File: src/hw/rtl/hlbt_pkg.sv
// shared types and constants of the hilbert transpose converter
package hlbt_pkg;

  localparam int NUM_WORDS  = 8;
  localparam int WORD_W     = 32;
  localparam int DIMS_REG_W = 4;
  localparam int BITS_REG_W = 6;
  localparam int CFG_DATA_W = 6;

  localparam logic [DIMS_REG_W-1:0] DIMS_RESET = 4'd3;
  localparam logic [BITS_REG_W-1:0] BITS_RESET = 6'd16;

  // configuration register indexes
  typedef enum logic {
    REG_DIMS = 1'b0,
    REG_BITS = 1'b1
  } reg_index_t;

  // conversion direction
  typedef enum logic {
    ACT_TO_AXES  = 1'b0,
    ACT_TO_INDEX = 1'b1
  } act_t;

  // control that travels alongside each beat's words
  typedef struct packed {
    logic valid;
    act_t action;
  } tag_t;

endpackage

File: src/hw/rtl/hlbt_front.sv
// input stage: mask to the curve order and gray decode for the to-axes direction
module hlbt_front #(
  parameter int MAX_DIMS = 8,
  parameter int MAX_BITS = 32,
  parameter int DIM_W    = 3
) (
  input  logic                               clk,
  input  logic                               rst,
  input  hlbt_pkg::tag_t                     tag_in,
  input  logic [MAX_DIMS-1:0][MAX_BITS-1:0]  words_in,
  input  logic [MAX_DIMS-1:0]                dim_en,
  input  logic [MAX_BITS-1:0]                word_mask,
  input  logic [DIM_W-1:0]                   last_dim,
  output hlbt_pkg::tag_t                     tag_out,
  output logic [MAX_DIMS-1:0][MAX_BITS-1:0]  words_out
);
  import hlbt_pkg::*;

  logic [MAX_DIMS-1:0][MAX_BITS-1:0] masked;
  logic [MAX_DIMS-1:0][MAX_BITS-1:0] decoded;
  logic [MAX_DIMS-1:0][MAX_BITS-1:0] words_next;
  logic [MAX_BITS-1:0]               top_word;

  always_comb begin
    for (int i = 0; i < MAX_DIMS; i++) begin
      masked[i] = dim_en[i] ? (words_in[i] & word_mask) : '0;
    end
    top_word   = masked[last_dim];
    decoded[0] = masked[0] ^ (top_word >> 1);
    for (int i = 1; i < MAX_DIMS; i++) begin
      decoded[i] = dim_en[i] ? (masked[i] ^ masked[i-1]) : '0;
    end
    case (tag_in.action)
      ACT_TO_AXES:  words_next = decoded;
      ACT_TO_INDEX: words_next = masked;
      default:      words_next = masked;
    endcase
  end

  always_ff @(posedge clk) begin
    if (rst) begin
      tag_out <= '0;
    end else begin
      tag_out <= tag_in;
    end
  end

  always_ff @(posedge clk) begin
    words_out <= words_next;
  end

endmodule

File: config.mk
export PLATFORM = sky130hd
export DESIGN_NAME = hlbt_front
export DESIGN_NICKNAME = d
export VERILOG_FILES = /design/src/hw/rtl/hlbt_pkg.sv /design/src/hw/rtl/hlbt_front.sv
export SDC_FILE = /design/constraint.sdc
export NUM_CORES = 1
export LEC_CHECK = 0
export ABC_AREA = 1
export BUFFER_PORTS_ARGS = -buffer_cell sky130_fd_sc_hd__buf_4
export CORE_AREA = 5 5 213 215
export CTS_CLUSTER_DIAMETER = 80
export DETAILED_ROUTE_END_ITERATION = 10
export DIE_AREA = 0 0 218 220
export SETUP_SLACK_MARGIN = 0.1
export SYNTH_ARGS = -nofsm -noshare
export SYNTH_HDL_FRONTEND = slang
export SYNTH_SLANG_ARGS = --single-unit
File: constraint.sdc
create_clock -name clk -period 1.76 [get_ports clk]
set_clock_uncertainty 0.05 [all_clocks]
set_input_delay 0.088 -clock clk [delete_from_list [all_inputs] [get_ports clk]]
set_output_delay 0.088 -clock clk [all_outputs]
set_load 0.005 [all_outputs]
# Yosys cells after proc, flatten, opt, wreduce, memory -nomap -nowiden
# Index checks and enable logic that the tools add are counted.
[op_classes] magnitude_cmp=1 n_mux=18 bitwise=17
[op_table] cell="$mux W32" count=16
[op_table] cell="$pmux W256 S2" count=1
[op_table] cell="$and A32 B32 Y32" count=8
[op_table] cell="$xor A32 B32 Y32" count=7
[op_table] cell="$bmux W32 S3" count=1
[op_table] cell="$xor A32 B31 Y32" count=1
[op_table] cell="$lt A3 B4 Y1 const B" count=1
[op_table] cell="$not A1 Y1" count=1
[totals] regBits=258 in_bits=303 out_inout_bits=258 elab_cells=46

# Longest topological paths before layout
[logic_depth] word_depth=6 depth_mapped=10 depth_no_buf=9

# Least setup slack after synthesis
# OpenSTA, ideal clock, no wires.
[synth_timing] kind="input to register" start="in last_dim[1]" end="reg words_out[11] (netlist bit)" setup_ns=0.113 arrival_time_ns=0.942 t_required_ns=1.597 slack_ns=0.655 cell_stages=8 path_cell_list="buf_2 inv_2 clkbuf_1 nand3_1 nand3_1 nand3_1 nand2_1 nand2_1"
[synth_rtl] element="start: declaration" line="hlbt_front.sv:13" source="input logic [DIM_W-1:0] last_dim,"
[synth_rtl] element="end signal: assignment" line="hlbt_front.sv:49" source="words_out <= words_next;"
[synth_rtl] element="end: declaration" line="hlbt_front.sv:15" source="output logic [MAX_DIMS-1:0][MAX_BITS-1:0] words_out"

==> flow_summary_export.csv <==
group,metric,value,unit
status,status,"completed",
cells_and_area,syn_to_final_growth,76.6,%
cts,clk_path_buf_depth,3,
cts,cts_setup_buffers,0,
routing,drc_errors,0,
sta,setup_tns,0,ps
sta,rsz0062_at_grt,"false",
cts,cts_root_buffer,"clkbuf_16",
cts,htree_levels,2,
cts,cts_tree,"yes",
power_and_ir_drop,p_total,18.0,mW
cts,clock-sinks,258,
cells_and_area,drive_gt1_share,23.6,%
global_route,grt_max_degree,61,
yosys,ys_seq_area_share,36.3,%
die,die_x,218,µm
yosys,synth_enable_flop_cells,0,
power_and_ir_drop,p_leak,11.8,nW
min_path,hold_class,"in2reg",
die,io_pins,561,
critical_path,worstSetupPathType,"in2reg",
sta,finalHoldViolCount,0,
min_path,hold_depth,5,
die,initial_core_util,32.7,%
critical_path,cp.arrival,1980,ps
cells_and_area,fin_cells,3626,
routing,avgRoutedWirePerCell,22.5,µm
yosys,syn_avg_cell_area,7.04,µm²
critical_path,worst_setup_path_end_kind,"flop",
routing,vias,20000,
sta,setup_viol,0,
yosys,synth_cells,2021,
cells_and_area,fill_cells,3897,
flow_run,drv_cap,0,
min_path,hp-start,"word_mask[29]",
yosys,yosysTopAreaCellShare,36.3,%
sta,relSlewSlack,39.1,%
global_route,grt_pass1_vias,19800,
sta,max_freq,0.618,GHz
power_and_ir_drop,ir_drop,0.544,mV
yosys,synth_cell_types,26,
yosys,yosys.area.top_type,"dfxtp_1",
placement,place_hpwl,54.9,mm
global_route,grt_pass1_wl,119,mm
routing,vias_per_cell,5.51,
yosys,ys_top_cells_by_area,"dfxtp_1 (36%), nand3_1 (14%), nand2_1 (11%), a311oi_1 (5.9%), a21oi_1 (5.3%)",
critical_path,cp_max_fo,10,
global_route,grt_antenna_before_repair,6,
sta,period_minus_slack,1620,ps
yosys,yosys_warnings,0,
yosys,yosysMostFrequentCell,"nand2_1",
routing,drtAntennaViolNets,0,
critical_path,cp_data_required_time,2120,ps
yosys,synth_area,14200,µm²
min_path,whs_endpoint,"words_out[221]",
sta,period_share,91.9,%
cells_and_area,layout.nets,3307,
cts,clkTransAtPathRegs,60,ps
sta,worst_pin_slew,912,ps
die,die_area,48000,µm²
placement,dp.cells,3062,
die,rows,77,
yosys,synthArstFlopShare,0,%
placement,port_buffers,560,
critical_path,slowest_stage,"dlygate4sd3_1",
die,core_region_area,43500,µm²
yosys,syn_nets,2324,
yosys,ys_top_cells_by_count,"nand2_1 (433), nand3_1 (384), dfxtp_1 (258), a21oi_1 (150), inv_1 (135)",
yosys,synth-seq-cells,258,
placement,place.gp.congestion,0.925,
routing,wl,81.6,mm
critical_path,start_kind,"primary input",
global_route,grt-ovfl-total,0,
critical_path,path_common_cell,"dlygate4sd3_1",
critical_path,cpPeakStageDelay,600,ps
critical_path,crit_chain,"dlygate4sd3_1, buf_4, nand3_1, dlygate4sd3_1, inv_1, a21oi_1, nor3_1",
routing,firstDrtPassIters,6,
cts,cts_buffers,34,
power_and_ir_drop,power_density,714,nW/µm²
global_route,grt_usage,32.1,%
sta,maxSlewViolCount,0,
yosys,yosys_most_used_dff,"dfxtp_1",
routing,drtIter0Drc,2139,
die,die_h,220,µm
## power breakdown
part / total, mW / switching (mW) / internal [mW] / leakage, nW
Clock: 7.07 / 2.83 / 4.24 / 0.540
Combinational: 4.54 / 2.34 / 2.20 / 9.11
Sequential: 6.35 / 0.162 / 6.19 / 2.13
Total: 18.0 / 5.33 / 12.6 / 11.8
## worst max-delay path: cells and delay by family
family,cells,cell delay [ps]
compound gates,1,60
buf+inv,4,1400
simple gates,2,420
## kinds of logic after synthesis
group | after synthesis | share of synthesized area [%]
compound gates | 405 | 18.8
xor+xnor | 42 | 2.58
buf+inv | 312 | 10.1
flops | 258 | 36.3
simple gates | 1004 | 32.3
## area by class of cell
type | instances | area (µm²) | share of cell area (%)
clock buffer | 55 | 1050 | 4.19
timing repair buffer | 1117 | 9930 | 39.5
antenna | 6 | 15.0 | 0.0597
multi-input combinational | 1451 | 7640 | 30.4
tap | 592 | 741 | 2.95
clock inverter | 5 | 56.3 | 0.224
inverter | 142 | 541 | 2.15
sequential | 258 | 5160 | 20.5
## registers in the layout, summed over array words and instances (netlist names)
signal     count
words_out    256
tag_out        2
## how the worst max path moves through the flow
| stage | start | slack [ps] | end | cells past startpoint |
|---|---|---|---|---|
| after floorplan | last_dim[1] | 650 | words_out[11] | 8 |
| after CTS | words_in[227] | 120 | words_out[227] | 6 |
| after global placement | dim_en[6] | 250 | words_out[24] | 9 |
| after global routing | word_mask[25] | 110 | words_out[153] | 7 |
| final | word_mask[7] | 140 | words_out[39] | 7 |
| after detailed placement | dim_en[6] | 210 | words_out[25] | 9 |
## routing by layer
metal | share of wire [%] | track usage (%) | wire length [µm]
met5 | 0.013 | 0 | 11
met4 | 5.7 | 18.2 | 4690
met3 | 9.1 | 5.21 | 7400
met2 | 47 | 53.5 | 38500
met1 | 38 | 39.5 | 31000
## cell usage in the layout (no fill, tap or decap), types with 2 or more instances in the layout
master / n
nand2_1: 433
inv_1: 130
diode_2: 6
a311oi_1: 96
a21boi_1: 3
nor2_4: 3
xor2_1: 42
clkinv_2: 2
buf_12: 24
clkbuf_1: 12
nand4_1: 62
buf_4: 595
dlygate4sd3_1: 497
clkbuf_8: 6
a21boi_0: 29
nor3_1: 64
a21oi_1: 150
clkbuf_16: 37
dfxtp_1: 258
inv_2: 10
nor2_1: 25
o21bai_1: 31
nand3_1: 384
a211oi_1: 53
inv_6: 2
o21ai_0: 43
nor2_2: 31
## stage by stage
step                utilization (%)  worst slack, ps  hold slack (ps)  cell area, µm²
floorplan                         -              655              109           14200
global placement               43.7              251              207           19000
detailed placement             43.7              214              209           19000
CTS                            57.7              119           0.0717           25100
global route                   57.7              111             45.2           25100
finish                         57.7              143             25.9           25100
## what timing repair did
item                                   4_1_cts  5_1_grt
setup endpoints to repair                    0        5
hold buffers                               499        1
resized for setup                            0        3
endpoints found under the hold margin      257        3
Note: power is estimated with default switching activity, not from simulation.
