[config.mk]
export PLATFORM = sky130hd
export DESIGN_NAME = hlbt_level
export DESIGN_NICKNAME = d
export VERILOG_FILES = /design/src/hw/rtl/hlbt_pkg.sv /design/src/hw/rtl/hlbt_level.sv
export SDC_FILE = /design/constraint.sdc
export NUM_CORES = 1
export LEC_CHECK = 0
export ABC_AREA = 1
export BUFFER_PORTS_ARGS = -buffer_cell sky130_fd_sc_hd__buf_4
export CORE_ASPECT_RATIO = 0.8
export CORE_MARGIN = 2
export CORE_UTILIZATION = 25
export DETAILED_ROUTE_END_ITERATION = 7
export SLEW_MARGIN = 40
export SYNTH_ARGS = -nofsm -noshare
export SYNTH_HDL_FRONTEND = slang
export SYNTH_SLANG_ARGS = --single-unit
[constraint.sdc]
create_clock -name clk -period 2.7 [get_ports clk]
set_clock_uncertainty 0.15 [all_clocks]
set_input_delay 0.54 -clock clk [delete_from_list [all_inputs] [get_ports clk]]
set_output_delay 0.54 -clock clk [all_outputs]
set_load 0.05 [all_outputs]
[src/hw/rtl/hlbt_pkg.sv]
// shared types and constants of the hilbert transpose converter
package hlbt_pkg;

  localparam int NUM_WORDS  = 8;
  localparam int WORD_W     = 32;
  localparam int DIMS_REG_W = 4;
  localparam int BITS_REG_W = 6;
  localparam int CFG_DATA_W = 6;

  localparam logic [DIMS_REG_W-1:0] DIMS_RESET = 4'd3;
  localparam logic [BITS_REG_W-1:0] BITS_RESET = 6'd16;

  // configuration register indexes
  typedef enum logic {
    REG_DIMS = 1'b0,
    REG_BITS = 1'b1
  } reg_index_t;

  // conversion direction
  typedef enum logic {
    ACT_TO_AXES  = 1'b0,
    ACT_TO_INDEX = 1'b1
  } act_t;

  // control that travels alongside each beat's words
  typedef struct packed {
    logic valid;
    act_t action;
  } tag_t;

endpackage

[src/hw/rtl/hlbt_level.sv]
// one excess-work level: a sweep of swap or invert steps over all enabled dimensions
module hlbt_level #(
  parameter int MAX_DIMS = 8,
  parameter int MAX_BITS = 32,
  parameter int BW       = 6,
  parameter int LEVEL    = 0
) (
  input  logic                               clk,
  input  logic                               rst,
  input  hlbt_pkg::tag_t                     tag_in,
  input  logic [MAX_DIMS-1:0][MAX_BITS-1:0]  words_in,
  input  logic [MAX_DIMS-1:0]                dim_en,
  input  logic [BW-1:0]                      bits_eff,
  output hlbt_pkg::tag_t                     tag_out,
  output logic [MAX_DIMS-1:0][MAX_BITS-1:0]  words_out
);
  import hlbt_pkg::*;

  // to-axes walks q upwards, to-index walks it downwards
  localparam int FQ_RAW = LEVEL + 1;
  localparam int FQ     = (FQ_RAW < MAX_BITS) ? FQ_RAW : MAX_BITS - 1;
  localparam int IQ     = (MAX_BITS - 1 - LEVEL > 0) ? MAX_BITS - 1 - LEVEL : 0;
  localparam bit IQ_OK  = (IQ >= 1);
  localparam logic [MAX_BITS-1:0] PF = MAX_BITS'((64'd1 << FQ) - 64'd1);
  localparam logic [MAX_BITS-1:0] PI = MAX_BITS'((64'd1 << IQ) - 64'd1);

  logic [MAX_DIMS-1:0][MAX_BITS-1:0] wf;
  logic [MAX_DIMS-1:0][MAX_BITS-1:0] wi;
  logic [MAX_DIMS-1:0][MAX_BITS-1:0] words_next;
  logic [MAX_BITS-1:0]               tf;
  logic [MAX_BITS-1:0]               ti;
  logic                              fwd_on;
  logic                              inv_on;

  assign fwd_on = (bits_eff > BW'(FQ_RAW));
  assign inv_on = IQ_OK && (bits_eff > BW'(IQ));

  always_comb begin
    tf = '0;
    ti = '0;
    // to-axes: last dimension first
    wf = words_in;
    for (int k = MAX_DIMS - 1; k >= 0; k--) begin
      if (dim_en[k]) begin
        if (wf[k][FQ]) begin
          wf[0] = wf[0] ^ PF;
        end else begin
          tf    = (wf[0] ^ wf[k]) & PF;
          wf[0] = wf[0] ^ tf;
          wf[k] = wf[k] ^ tf;
        end
      end
    end
    // to-index: first dimension first
    wi = words_in;
    for (int k = 0; k < MAX_DIMS; k++) begin
      if (dim_en[k]) begin
        if (wi[k][IQ]) begin
          wi[0] = wi[0] ^ PI;
        end else begin
          ti    = (wi[0] ^ wi[k]) & PI;
          wi[0] = wi[0] ^ ti;
          wi[k] = wi[k] ^ ti;
        end
      end
    end
    case (tag_in.action)
      ACT_TO_AXES:  words_next = fwd_on ? wf : words_in;
      ACT_TO_INDEX: words_next = inv_on ? wi : words_in;
      default:      words_next = words_in;
    endcase
  end

  always_ff @(posedge clk) begin
    if (rst) begin
      tag_out <= '0;
    end else begin
      tag_out <= tag_in;
    end
  end

  always_ff @(posedge clk) begin
    words_out <= words_next;
  end

endmodule

; Word level (Yosys, flattened, before mapping)
; Cells that the tools add are included.
[totals]
reg_bits = 258
output_inout_bits = 258
in_bits = 274
word_cells = 138
[classes]
magnitude_cmp = 2
muxes = 61
bitwise_logic = 65
[ops]
columns = operator, n
row1 = 32-bit two-way mux, 56
row2 = 256-bit two-way mux, 2
row3 = 256-bit one-hot mux with 2 select lines, 1
row4 = 32-bit by 1-bit XOR with 32-bit output, 16
row5 = 32-bit by 31-bit XOR with 32-bit output, 16
row6 = 31-bit NOT, 8
row7 = 31-bit XOR, 8
row8 = 64-bit two-way mux, 2
row9 = 1-bit NOT, 9
row10 = 1-bit XOR, 8
row11 = 6-bit by 1-bit > comparator with 1-bit output (second input constant), 1
row12 = 6-bit by 5-bit > comparator with 1-bit output (second input constant), 1

; Logic depth before layout (Yosys ltp)
[logic_depth]
word_depth = 35
ltp_mapped = 21
ltp_nobuf = 21

; Least setup slack after synthesis
; Ideal clock, no wire load.
[synth_path]
path_kind = input to register
start = input dim_en[0]
end = register words_out[236] (netlist name)
setup_ps = 115
t_required_ps = 2435
setup_slack_ps = 386
n_path_buf = 1
stages = 18
arrival_ps = 2050
cell_sequence = nand2_4 -> buf_12 -> xor2_2 -> inv_1 -> nand2_1 -> nand2_2 -> nand2_2 -> nand4_1 -> nand2_2 -> nand3_1 -> nand2_2 -> nand3_1 -> nand2_2 -> nand2_2 -> nand2_2 -> nand3_2 -> mux2i_1 -> inv_1
[synth_rtl]
columns = element, line
row1 = start: declaration, hlbt_level.sv:12  ; input logic [MAX_DIMS-1:0] dim_en,
row2 = end signal: assignment, hlbt_level.sv:83  ; words_out <= words_next;
row3 = end: declaration, hlbt_level.sv:15  ; output logic [MAX_DIMS-1:0][MAX_BITS-1:0] words_out

==> results_dict.tcl <==
set metrics [dict create \
    status "completed" \
    synthArstFlopShare_pct 0 \
    drive_gt1_share_pct 37.5 \
    syn_inst 2074 \
    switching_power_uw 4600 \
    clock_sinks 258 \
    grt_max_degree 61 \
    cts_buffers 30 \
    via_count 16983 \
    pin_count 532 \
    fin_crit_sh_pct 95.5 \
    routabilityCongestion 0.923 \
    clk_pin_slew_ns 0.06 \
    first_global_vias 16925 \
    ys_seq_area_share_pct 34.7 \
    pwr-share-comb_pct 32.0 \
    wl_um 73200 \
    worstPathRequired_ns 3.02 \
    hold_class "input port to flop" \
    synthFlopType "dfxtp_1" \
    drt-pass1-iter-count 5 \
    end_kind "flop" \
    clk_path_buf_depth 3 \
    tns_ns 0 \
    seqPwrFrac_pct 31.9 \
    relSlewSlack_pct 57.8 \
    synth.distinct_cells 45 \
    overflow 0 \
    maxCapViolCount 0 \
    drt_iter0_markers 1173 \
    ys_ff_latch 258 \
    p_per_area_mw_per_mm2 579 \
    hp-start "words_in[86]" \
    cts_tree "yes" \
    max-vdd-ir-drop_uv 472 \
    rsz0062_at_grt "true" \
    die_h_um 222 \
    maxSlewViolCount 0 \
    htree_levels 1 \
    root_buffer "clkbuf_16" \
    synth-edff-count 0 \
    drc 0 \
    syn_avg_cell_area_um2 7.18 \
    critPathLaunchType "input port" \
    synth_top_area_share_pct 34.7 \
    yosys_warnings 0 \
    p_int_uw 8550 \
    wl_per_cell_um 20.6 \
    nets 3037 \
    placementRows 79 \
    coreArea_mm2 0.0585 \
    drtAntennaViolNets 0 \
    vias_per_cell 4.78 \
    final-hold-violation-count 0 \
    crit_type "input port to flop" \
    fin_crit_ns 2.58 \
    die_w_um 277 \
    yosysTopAreaCell "dfxtp_1" \
    startpoint "words_in[31]" \
    synth_compound_area_share_pct 16.9 \
    total_power_uw 13200 \
    dieArea_mm2 0.0615 \
    dp_hpwl_um 58400 \
    switching_share_pct 35.0 \
    synth-simple-area-share_pct 33.3 \
    synth.area.top_cells "dfxtp_1 35%, nand2_1 11%, nand3_1 8.5%, a21oi_1 7.2%, nand2_2 4.8%" \
    synthAdderAreaFrac_pct 0 \
    worst_slew_pin_slew_ns 0.633 \
    synth_xor_area_share_pct 2.70 \
    antenna_found_initial 9 \
    grt.total_usage_pct 22.8 \
    grt_pass1_wl_um 105000 \
    synth_top_family_by_area "simple AND/OR/NAND/NOR gates" \
    synth.cell_area_mm2 0.0149 \
    syn_nets 2348 \
    max_freq_ghz 0.388 \
    clockPowerShare_pct 36.0 \
    setup_violations 0 \
    port-buffer-count 530 \
    synthMuxAreaShare_pct 1.95 \
    crit_arrival_ns 2.90 \
    start_util_pct 25.4 \
    leakage_uw 0.0111 \
    cp_max_fo 3 \
    syn_to_final_growth_pct 52.8 \
]
[cells by family after synthesis]
| family | count (synthesis) |
|---|---|
| XOR/XNOR | 27 |
| AND/OR/NAND/NOR | 1005 |
| flip-flops | 258 |
| multiplexers | 29 |
| AO/OA/AOI/OAI | 432 |
| buffers and inverters | 323 |
[cells in the mapped netlist, types with 29 or more instances]
cell	number
clkbuf_1	69
nand3_1	254
nor2_1	43
mux2i_1	29
nand2_2	115
nand2_1	455
a21oi_1	215
dfxtp_1	258
nand3_2	44
inv_1	179
o21ai_0	99
nand4_1	71
o21a_1	29
[power by group through the flow]
stage / Clock [uW] / Combinational (uW) / Sequential, uW
floorplan: 0 / 1410 / 5290
global placement: 0 / 4090 / 4280
detailed placement: 0 / 4100 / 4280
CTS: 4870 / 4200 / 4200
global route: 5000 / 4500 / 4220
finish: 4740 / 4220 / 4200
[repair_timing]
| action | CTS | global route |
|---|---|---|
| resized for setup | 0 | 38 |
| endpoints found under the hold margin | 78 | 0 |
| endpoints found under the setup margin | 0 | 35 |
| buffers inserted | 0 | 2 |
| hold buffers | 78 | 0 |
[metal layers]
metal / GRT usage (%) / up-vias / wire, um
met5: 0 / - / 83
met2: 40.9 / 665 / 35600
met3: 7.10 / 127 / 6300
met4: 7.71 / 16 / 2690
li1: - / 8350 / -
met1: 25.5 / 7825 / 28500
[worst paths after layout]
kind / to / slack, ns / cells past startpoint
max: words_out[224] / 0.12 / 19
min: words_out[86] / 0.03 / 3
[through the flow]
| step | hold slack (ns) | cell area (um2) | std cells | utilization (%) | setup slack (ns) |
|---|---|---|---|---|---|
| 2_1_floorplan | 0.418 | 14900 | 2074 | - | 0.386 |
| 3_3_place_gp | 0.526 | 20700 | 3420 | 35.3 | -0.249 |
| 3_5_place_dp | 0.527 | 20700 | 3420 | 35.3 | -0.290 |
| 4_1_cts | 0.000605 | 22600 | 3552 | 38.6 | 0.0417 |
| 5_1_grt | 0.0212 | 22700 | 3554 | 38.9 | -0.0145 |
| 6_report | 0.0297 | 22700 | 3555 | 38.9 | 0.120 |
[final cells by class]
class	instances	area, um2
Clock buffer	38	842
Antenna cell	1	2.50
Inverter	194	728
Timing Repair Buffer	786	6430
Tap cell	769	962
Multi-Input combinational cell	1493	8320
Fill cell	6153	35800
Sequential cell	258	5160
Clock inverter	16	294
[sequential cells by signal (all words and copies together), names as in the netlist]
| signal | flops |
|---|---|
| tag_out | 2 |
| words_out | 256 |
[critical path, stage by stage]
cell	delay [ns]
buf_4	0.12
dlygate4sd3_1	0.56
buf_4	0.14
nand3_1	0.10
nand3_1	0.09
nand3_2	0.11
nand3_1	0.09
nand2_2	0.09
nand3_1	0.08
nand2_2	0.11
nand3_1	0.09
nand2_2	0.10
nand3_1	0.09
nand2_2	0.10
nand3_1	0.07
nand2_1	0.08
nand2_1	0.07
o21ai_0	0.16
o31ai_1	0.12
[cells in the final DEF (no fill, tap or decap), types with 16 or more instances in the layout]
| cell type | n |
|---|---|
| o21ai_2 | 22 |
| o21ai_0 | 99 |
| dfxtp_1 | 258 |
| nand2_2 | 130 |
| clkbuf_16 | 31 |
| a21oi_2 | 16 |
| o21a_1 | 29 |
| nand3_2 | 62 |
| mux2i_1 | 29 |
| nand4_1 | 71 |
| inv_1 | 175 |
| buf_12 | 26 |
| buf_4 | 679 |
| dlygate4sd3_1 | 78 |
| a21oi_1 | 215 |
| inv_2 | 16 |
| xor2_2 | 22 |
| nand3_1 | 236 |
| nor2_1 | 40 |
| nand2_1 | 440 |
| a41oi_1 | 27 |
(Power assumes the default switching activity.)
