==> src/hw/rtl/hlbt_pkg.sv <==
// shared types and constants of the hilbert transpose converter
package hlbt_pkg;

  localparam int NUM_WORDS  = 8;
  localparam int WORD_W     = 32;
  localparam int DIMS_REG_W = 4;
  localparam int BITS_REG_W = 6;
  localparam int CFG_DATA_W = 6;

  localparam logic [DIMS_REG_W-1:0] DIMS_RESET = 4'd3;
  localparam logic [BITS_REG_W-1:0] BITS_RESET = 6'd16;

  // configuration register indexes
  typedef enum logic {
    REG_DIMS = 1'b0,
    REG_BITS = 1'b1
  } reg_index_t;

  // conversion direction
  typedef enum logic {
    ACT_TO_AXES  = 1'b0,
    ACT_TO_INDEX = 1'b1
  } act_t;

  // control that travels alongside each beat's words
  typedef struct packed {
    logic valid;
    act_t action;
  } tag_t;

endpackage

==> src/hw/rtl/hlbt_back.sv <==
// output stages: gray encode for the to-index direction, final mask
module hlbt_back #(
  parameter int MAX_DIMS = 8,
  parameter int MAX_BITS = 32,
  parameter int DIM_W    = 3
) (
  input  logic                               clk,
  input  logic                               rst,
  input  hlbt_pkg::tag_t                     tag_in,
  input  logic [MAX_DIMS-1:0][MAX_BITS-1:0]  words_in,
  input  logic [MAX_DIMS-1:0]                dim_en,
  input  logic [MAX_BITS-1:0]                word_mask,
  input  logic [DIM_W-1:0]                   last_dim,
  output hlbt_pkg::tag_t                     tag_out,
  output logic [MAX_DIMS-1:0][MAX_BITS-1:0]  words_out
);
  import hlbt_pkg::*;

  tag_t                              tag_a;
  logic [MAX_DIMS-1:0][MAX_BITS-1:0] words_a;
  logic [MAX_DIMS-1:0][MAX_BITS-1:0] words_a_next;
  logic [MAX_DIMS-1:0][MAX_BITS-1:0] words_out_next;
  logic [MAX_DIMS-1:0][MAX_BITS-1:0] prefix;
  logic [MAX_BITS-1:0]               acc;
  logic [MAX_BITS-1:0]               last_word;
  logic [MAX_BITS-1:0]               fix;

  // running xor across the dimensions
  always_comb begin
    acc = '0;
    for (int i = 0; i < MAX_DIMS; i++) begin
      acc       = acc ^ words_in[i];
      prefix[i] = dim_en[i] ? acc : '0;
    end
    case (tag_in.action)
      ACT_TO_AXES:  words_a_next = words_in;
      ACT_TO_INDEX: words_a_next = prefix;
      default:      words_a_next = words_in;
    endcase
  end

  // each bit of the correction is the parity of the last word above it
  always_comb begin
    last_word = words_a[last_dim];
    for (int k = 0; k < MAX_BITS; k++) begin
      fix[k] = ^(last_word >> (k + 1));
    end
    for (int i = 0; i < MAX_DIMS; i++) begin
      case (tag_a.action)
        ACT_TO_AXES:  words_out_next[i] = words_a[i] & word_mask;
        ACT_TO_INDEX: words_out_next[i] = (words_a[i] ^ fix) & word_mask;
        default:      words_out_next[i] = words_a[i] & word_mask;
      endcase
      if (!dim_en[i]) begin
        words_out_next[i] = '0;
      end
    end
  end

  always_ff @(posedge clk) begin
    if (rst) begin
      tag_a   <= '0;
      tag_out <= '0;
    end else begin
      tag_a   <= tag_in;
      tag_out <= tag_a;
    end
  end

  always_ff @(posedge clk) begin
    words_a   <= words_a_next;
    words_out <= words_out_next;
  end

endmodule

==> config.mk <==
export PLATFORM = sky130hd
export DESIGN_NAME = hlbt_back
export DESIGN_NICKNAME = d
export VERILOG_FILES = /design/src/hw/rtl/hlbt_pkg.sv /design/src/hw/rtl/hlbt_back.sv
export SDC_FILE = /design/constraint.sdc
export NUM_CORES = 1
export LEC_CHECK = 0
export ABC_AREA = 1
export CORE_ASPECT_RATIO = 1.2
export CORE_MARGIN = 3
export CORE_UTILIZATION = 50
export CTS_BUF_LIST = sky130_fd_sc_hd__clkbuf_8 sky130_fd_sc_hd__clkbuf_16
export DETAILED_ROUTE_END_ITERATION = 7
export DONT_BUFFER_PORTS = 1
export GPL_ROUTABILITY_DRIVEN = 0
export GPL_TIMING_DRIVEN = 0
export PLACE_DENSITY = 0.71
export RECOVER_POWER = 50
export SLEW_MARGIN = 5
export SYNTH_ARGS = -nofsm -noshare
export SYNTH_HDL_FRONTEND = slang
export SYNTH_SLANG_ARGS = --single-unit
==> constraint.sdc <==
create_clock -name clk -period 5.1 [get_ports clk]
set_input_delay 1.02 -clock clk [delete_from_list [all_inputs] [get_ports clk]]
set_output_delay 1.02 -clock clk [all_outputs]
set_load 0.1 [all_outputs]
# Word-level counts from Yosys, hierarchy flattened

Index checks and enable logic that the tools add are counted.

Register bits after elaboration: 516
Bits of input ports: 303
Output and inout port bits: 258
Logic and storage cells: 104

$lt $le $gt $ge: 1
Mux-type cells: 19
Bitwise logic cells: 33
Reduce and logical (&&, ||, !) cells: 31

Operator list:

| cell                                                | count |
|---|---|
| parity 32 bit                                       | 31 |
| AND 32 bit                                          | 16 |
| one-hot mux 256 bit (2 select lines)                | 1 |
| one-hot mux 32 bit (2 select lines)                 | 8 |
| two-way mux 32 bit                                  | 9 |
| bitwise XOR 32 x 31 -> 32 bit                       | 8 |
| bitwise XOR 32 bit                                  | 7 |
| binary-select mux 32 bit (select 3 bit)             | 1 |
| < comparator 3 x 4 -> 1 bit (second input constant) | 1 |
| NOT 1 bit                                           | 2 |

# Logic depth before layout (Yosys ltp)

Gate-level depths: netlist of the first run.

Depth in word-level cells: 9
Depth in mapped cells: 24
Mapped depth without buffers: 20

# Worst setup path before layout of the first run

No wires, ideal clock.

Kind: input to register
Start point: input port last_dim[1]
End point: register words_out[100] (netlist bit)
Setup time: 0.115 ns
Data arrival time: 2.859 ns
Required time: 4.985 ns
Slack: 2.126 ns
Cell stages on the path: 20
Path buffers: 4
Cells stage by stage: buf_4 > inv_4 > buf_6 > buf_4 > nand3_1 > nand2_1 > nand2_1 > nand2_2 > nand2_1 > nand2_1 > nand2_1 > nand2_2 > nand2_1 > nand2_2 > nand2_1 > nand2_1 > nand3_2 > buf_2 > a21oi_1 > nor2_1

Longest elaborated chain between the ends: 6

RTL lines:

| what                                     | RTL line        | text |
|---|---|---|
| from (decl)                              | hlbt_back.sv:13 | `input logic [DIM_W-1:0] last_dim,` |
| binary-select mux 32 bit (select 3 bit)  | hlbt_back.sv:44 | `last_word = words_a[last_dim];` |
| two-way mux 32 bit (implied by the code) | hlbt_back.sv:44 |  |
| parity 32 bit                            | hlbt_back.sv:46 | `fix[k] = ^(last_word >> (k + 1));` |
| bitwise XOR 32 x 31 -> 32 bit            | hlbt_back.sv:51 | `ACT_TO_INDEX: words_out_next[i] = (words_a[i] ^ fix) & word_mask;` |
| AND 32 bit                               | hlbt_back.sv:51 |  |
| one-hot mux 32 bit (2 select lines)      | hlbt_back.sv:49 | `case (tag_a.action)` |
| to (signal assigned)                     | hlbt_back.sv:72 | `words_out <= words_out_next;` |
| to (decl)                                | hlbt_back.sv:15 | `output logic [MAX_DIMS-1:0][MAX_BITS-1:0] words_out` |

Every way passes these cells. The select of a mux whose other input is x is not followed.
A chain may end at the register's enable or synchronous reset.

# Worst setup path in the final report of the first run

Start point: input port last_dim[1]
End point: register words_out[192] (netlist bit)

The elaborated chain is that of the path after synthesis.

==> summary.txt, run 1 <==
Clocking
  – CTS hold repair buffers: 0
  – Clk Latency, worst-skew pair: 0.62 ns
  – CTS clk-pin slew, worst paths: 0.07 ns
  – CTS tree: done
  – Root Driver: clkbuf_16
  – H-tree depth: 2
  – PostCTS Resize Cnt: 0
  – Max clock buf depth: 3
  – Clock sink total: 516
  – Post-CTS setup-driven buffer insertion count: 0
  – Number of buffers created by CTS: 53

STA
  – Tmin final: 4.19 ns
  – Final Hold Fails: 0
  – Worst-Margin Slew: 1.38 ns
  – Final Setup Violations: 0
  – Setup TNS: 0 ns
  – Unrepaired setup endpoints after global routing: no
  – Fmax achieved: 239 MHz
  – Fin Clk Skew: 0.0264 ns
  – Final Max Tran Viols: 0
  – Slew HR: 7.77%
  – Period utilization: 82.2%

Setup path
  – Slowest cell on crit path: clkbuf_1
  – CP arrival: 4.71 ns
  – Critical path type: in -> reg
  – CP Cell Sequence: buf_4, clkinvlp_2, clkbuf_1, buf_4, nand3_1, nand3_1, nand2_1, nand2_1, nand2_1, nand2_1, nand2_1, nand2_1, nand2_1, nand2_1, nand2_1, nand2_2, nand2_2, nor2_4, nor2_1, nor2_1
  – Top Family by Delay on Critical Path: simple AND/OR/NAND/NOR gates
  – Critical path startpoint category: input port
  – CP most frequent cell: nand2_1
  – CP bufs+invs: 4
  – Critical Path End Type: flip-flop
  – Max incr delay on CP: 0.72 ns
  – Crit Path Max Fanout: 10
  – CP Data Required Time: 5.62 ns

Power and ir drop
  – Pwr Density: 420 nW/um^2
  – Power consumption: 0.0124 W
  – Max IR drop VDD: 0.325 mV
  – Leak: 15.0 nW

Synth
  – Mux cell area share after synthesis: 0%
  – Adder-cell share of the synthesized area: 0%
  – Share of the synthesized area in the top cell type: 38.5%
  – Library cells used by synthesis: 34
  – Post-Syn Area: 26800 um^2
  – Post-Synth XOR/XNOR Area: 6.57%
  – Synth Warn #: 0
  – Largest family of logic cells by synthesized area: simple AND/OR/NAND/NOR gates
  – Syn nets: 4355
  – Sequential fraction of the synthesis area: 38.5%
  – Fraction of the mapped netlist area in simple logic gates: 33.3%
  – Synth Register Bits: 516
  – Syn avg cell area: 6.62 um^2
  – Area leader, netlist: dfxtp_1
  – Syn Inst Count: 4052
  – Post-synthesis compound-gate area fraction: 10.1%
  – Dominant cells by area after synthesis: dfxtp_1 39%, nand2_1 21%, inv_1 7.3%, nand3_1 6.0%, xor2_1 5.5%

Detailed routing
  – Post-route DRC: 0
  – Number of DRC markers in iteration 0: 3092
  – Vias per std cell: 5.63
  – Drt pass-1 iters: 8
  – Final ANT Viol Nets: 0
  – Final wirelength: 112 mm
  – Routed len/inst: 23.1 um
  – Via count: 27400

Layout
  – Commonest non-fill, non-tap cell in the layout: nand2_1
  – Share of layout cells above drive strength 1: 6.14%
  – Nets: 4410
  – Most frequent cells in the layout: 1472 x nand2_1, 526 x inv_1, 516 x dfxtp_1
  – Layout area overhead: 10.1%

GRT
  – First-pass GRT wire length: 158 mm
  – Gr ovfl total: 0
  – Largest net degree at the start of global routing: 19
  – Vias in the first global route: 24900
  – Gr usage total: 37.9%
  – Initial antenna violation count: 4

Floorplanning
  – Core box area: 52800 um^2
  – Die height: 260 um
  – Number of top-level pins: 561
  – Die X: 217 um
  – Row count: 92
  – Die area: 56400 um^2
  – Initial core utilization: 50.7%

Job
  – Max-Cap Viols: 0

Status
  – Status: complete, no violations

Placement
  – HPWL Detailed: 82.0 mm
  – PortBufs: 0

Worst hold path
  – HP Class: reg -> reg
per-layer routing:
metal / vias to the layer above / routed length [um] / part of all wire (%) / track usage (%)
met5: - / 46 / 0.041 / 0
met4: 6 / 8640 / 7.7 / 25.5
met3: 447 / 12100 / 11 / 9.87
met2: 1745 / 51200 / 46 / 61.7
met1: 12400 / 40100 / 36 / 43.8
li1: 12800 / - / - / -
per-stage QoR:
stage / hold slack (ns) / cells / area, um^2 / worst slack (ns) / utilization, %
global route: 0.433 / 4855 / 29500 / 0.791 / 55.8
floorplan: 0.388 / 4052 / 26800 / 2.13 / -
detailed placement: 0.400 / 4757 / 27700 / 0.972 / 52.4
global placement: 0.400 / 4757 / 27700 / 1.01 / 52.4
finish: 0.400 / 4858 / 29500 / 0.909 / 55.9
CTS: 0.403 / 4855 / 29500 / 1.59 / 55.9
flip-flops by register name (all words and copies together) (netlist names):
register	cells
words_a	256
words_out	256
tag_a	2
tag_out	2
report_power, final:
group	switching, W	total, W	leakage (nW)	internal, W
logic	0.00195	0.00275	9.76	0.000796
clock network	0.00179	0.00408	0.916	0.00229
registers	0.00116	0.00555	4.28	0.00439
total	0.00490	0.0124	15.0	0.00748
cell usage after synthesis (all sizes together):
| master | number |
|---|---|
| a21oi | 174 |
| buf | 95 |
| clkbuf | 103 |
| clkinv | 1 |
| dfxtp | 516 |
| inv | 530 |
| nand2 | 1516 |
| nand3 | 337 |
| nand4 | 79 |
| nor2 | 199 |
| nor3 | 1 |
| o211ai | 80 |
| o21ai | 137 |
| o21bai | 16 |
| o22ai | 67 |
| xnor2 | 32 |
| xor2 | 169 |
logic make-up (layout without fill, tap and decap cells):
group,count (synthesis),after routing
buffers and inverters,729,827
other,0,3
and+or+nand+nor,2132,2132
DFF,516,516
AOI/OAI and AO/OA,474,474
xor gates and xnor gates,201,201
cell type report:
cell class                 instances  area (um^2)
tap                              705          882
multi-input combinational       2807        13400
antenna                            3         7.51
buffer                           198         1060
inverter                         531         2000
fill                            5082        23300
clock buffer                      66         1520
clock inverter                    32          313
sequential                       516        10300
worst paths after layout:
kind | slack [ns] | cells past startpoint | startpoint | to
worst max-delay path | 0.91 | 20 | last_dim[1] | words_out[192]
worst min-delay path | 0.40 | 2 | tag_a[1] | tag_out[1]
worst max register to register | 1.56 | 7 | tag_a[0] | words_out[195]
worst min register to register | 0.40 | 2 | tag_a[1] | tag_out[1]
worst min-delay path: cells and delay by family, from the launching register on:
kind          cells  cell delay [ns]
flops             1             0.30
buf+inv           1             0.04
simple gates      1             0.03
Note: power is estimated with default switching activity, not from simulation.
==> inputs of run 2 (changes only) <==
--- a/config.mk
+++ b/config.mk
@@ -14,7 +14,7 @@
 export DONT_BUFFER_PORTS = 1
 export GPL_ROUTABILITY_DRIVEN = 0
 export GPL_TIMING_DRIVEN = 0
-export PLACE_DENSITY = 0.71
+export PLACE_DENSITY = 0.74
 export RECOVER_POWER = 50
 export SLEW_MARGIN = 5
 export SYNTH_ARGS = -nofsm -noshare
==> constraint.sdc (replaced) <==
create_clock -name clk -period 3.78 [get_ports clk]
set_input_delay 0.756 -clock clk [delete_from_list [all_inputs] [get_ports clk]]
set_output_delay 0.756 -clock clk [all_outputs]
set_load 0.1 [all_outputs]
==> run 2 against run 1 <==
  * Clock skew decreased by 0.0072 ns
  * Critical path depth decreased by 13
  * Clock-buffer cell count fell by 8
  * Critical path type is now reg -> reg
  * Largest cell class unchanged
  * Largest power group unchanged
==> summary.txt, run 2 (synthesized netlist as in run 1, its figures left out) <==
Clocking
  – Clock sink total: 516
  – Number of buffers created by CTS: 51
  – H-tree depth: 2
  – Max clock buf depth: 3
  – CTS clk-pin slew, worst paths: 0.07 ns
  – Post-CTS setup-driven buffer insertion count: 0
  – Root Driver: clkbuf_16
  – PostCTS Resize Cnt: 0
  – CTS tree: done
  – CTS hold repair buffers: 0
  – Clk Latency, worst-skew pair: 0.60 ns

Floorplanning
  – Die area: 56400 um^2
  – Row count: 92
  – Core box area: 52800 um^2
  – Die X: 217 um
  – Initial core utilization: 50.7%
  – Die height: 260 um
  – Number of top-level pins: 561

Detailed routing
  – Vias per std cell: 5.68
  – Via count: 27600
  – Post-route DRC: 0
  – Final ANT Viol Nets: 0
  – Drt pass-1 iters: 6
  – Number of DRC markers in iteration 0: 3054
  – Routed len/inst: 23.0 um
  – Final wirelength: 112 mm

Power and ir drop
  – Sw Share: 39.4%
  – Max IR drop VDD: 0.392 mV
  – Pwr Density: 558 nW/um^2
  – Clk pwr share: 31.7%
  – Leak: 14.9 nW
  – Psw: 0.00647 W
  – Internal power: 0.00994 W
  – Seq pwr share: 45.6%
  – Combinational share of power: 22.7%

Placement
  – PortBufs: 0
  – HPWL Detailed: 82.0 mm
  – Placed insts: 4757
  – Place WS: -0.0607 ns

Setup path
  – Critical Path End Type: flip-flop
  – Critical path type: reg -> reg
  – Critical path startpoint category: flip-flop
  – Reg2Reg Setup Slack: 0.27 ns
  – RR Startpoint: tag_a[0]
  – CP Data Required Time: 4.27 ns
  – Worst Setup SP: tag_a[0]
  – CP arrival: 4.00 ns
  – Crit Path Max Fanout: 10

STA
  – Worst hold margin: 0.224 ns
  – Final Max Tran Viols: 0
  – Fmax achieved: 285 MHz
  – Worst-Margin Slew: 1.42 ns
  – Period utilization: 92.9%
  – Final Hold Fails: 0
  – Slew HR: 5.14%
  – Setup TNS: 0 ns
  – Fin Clk Skew: 0.0192 ns
  – Final Setup Violations: 0
  – Worst setup margin: 0.267 ns
  – Unrepaired setup endpoints after global routing: no
  – Tmin final: 3.51 ns

GRT
  – Gr ovfl total: 0
  – Vias in the first global route: 25300
  – Initial antenna violation count: 3
  – Gr usage total: 37.9%
  – First-pass GRT wire length: 159 mm
  – Largest net degree at the start of global routing: 16

Layout
  – Commonest non-fill, non-tap cell in the layout: nand2_1
  – Final core occ: 55.6%
  – Layout area overhead: 9.58%
  – Share of layout cells above drive strength 1: 5.87%
  – Final Non-Filler Cells: 4851
  – Most frequent cells in the layout: 1472 x nand2_1, 531 x inv_1, 516 x dfxtp_1
  – Nets: 4408
  – Fillers: 5106
  – Top Registers: words_a: 256 flops, words_out: 256 flops

Worst hold path
  – HP Class: in -> reg
  – Hold wc startpoint: rst

Status
  – Status: complete, no violations

Job
  – Max-Cap Viols: 0
-- run 2: cell types whose count changed in the layout (fill, tap and decap cells not counted), sizes merged --
cell	delta
inv	-2
clkinvlp	+2
clkinv	-2
diode	+1
bufinv	+2
clkbuf	-9
buf	+1
-- run 2: path summary, 6_finish.rpt --
path | endpoint | cells after the start
hold / removal | tag_a[1] | 1
setup reg to reg | words_out[202] | 7
setup / recovery | words_out[202] | 7
hold reg to reg | tag_out[1] | 2
-- run 2: power by group through the flow --
stage,registers [W],logic [W],clock network (W)
floorplan,0.00751,0.00261,0
global placement,0.00759,0.00353,0
detailed placement,0.00759,0.00359,0
CTS,0.00748,0.00362,0.00520
global route,0.00752,0.00409,0.00542
finish,0.00748,0.00372,0.00520
-- run 2: area by class of cell --
class                      count  area (um^2)  share of cell area, %
clock buffer                  58         1370                   4.67
multi-input combinational   2807        13400                   45.6
sequential                   516        10300                   35.2
clock inverter                32          305                   1.04
inverter                     531         2000                   6.82
buffer                       198         1070                   3.65
tap                          705          882                   3.00
antenna                        4         10.0                 0.0341
-- run 2: layer usage --
layer | wire length, um | GRT usage [%] | up-vias | share of wire [%]
met2 | 50500 | 61.2 | 1820 | 45
li1 | - | - | 12800 | -
met1 | 39800 | 44.7 | 12500 | 36
met3 | 12300 | 8.79 | 498 | 11
met5 | 11 | 0 | - | 0.0098
met4 | 9160 | 25.8 | 2 | 8.2
-- run 2: through the flow --
step	power, W	cell area, um^2
floorplan	0.0101	26800
global placement	0.0111	27700
detailed placement	0.0112	27700
CTS	0.0163	29400
global route	0.0170	29400
finish	0.0164	29400
-- run 2: critical path, stage by stage (launching register included) --
cell and delay (ns):
dfxtp_1 0.31, clkbuf_1 0.37, clkbuf_1 1.09, buf_2 0.53, clkbuf_1 0.69, nand4_1 0.18, nand2_1 0.16, nor2_1 0.06
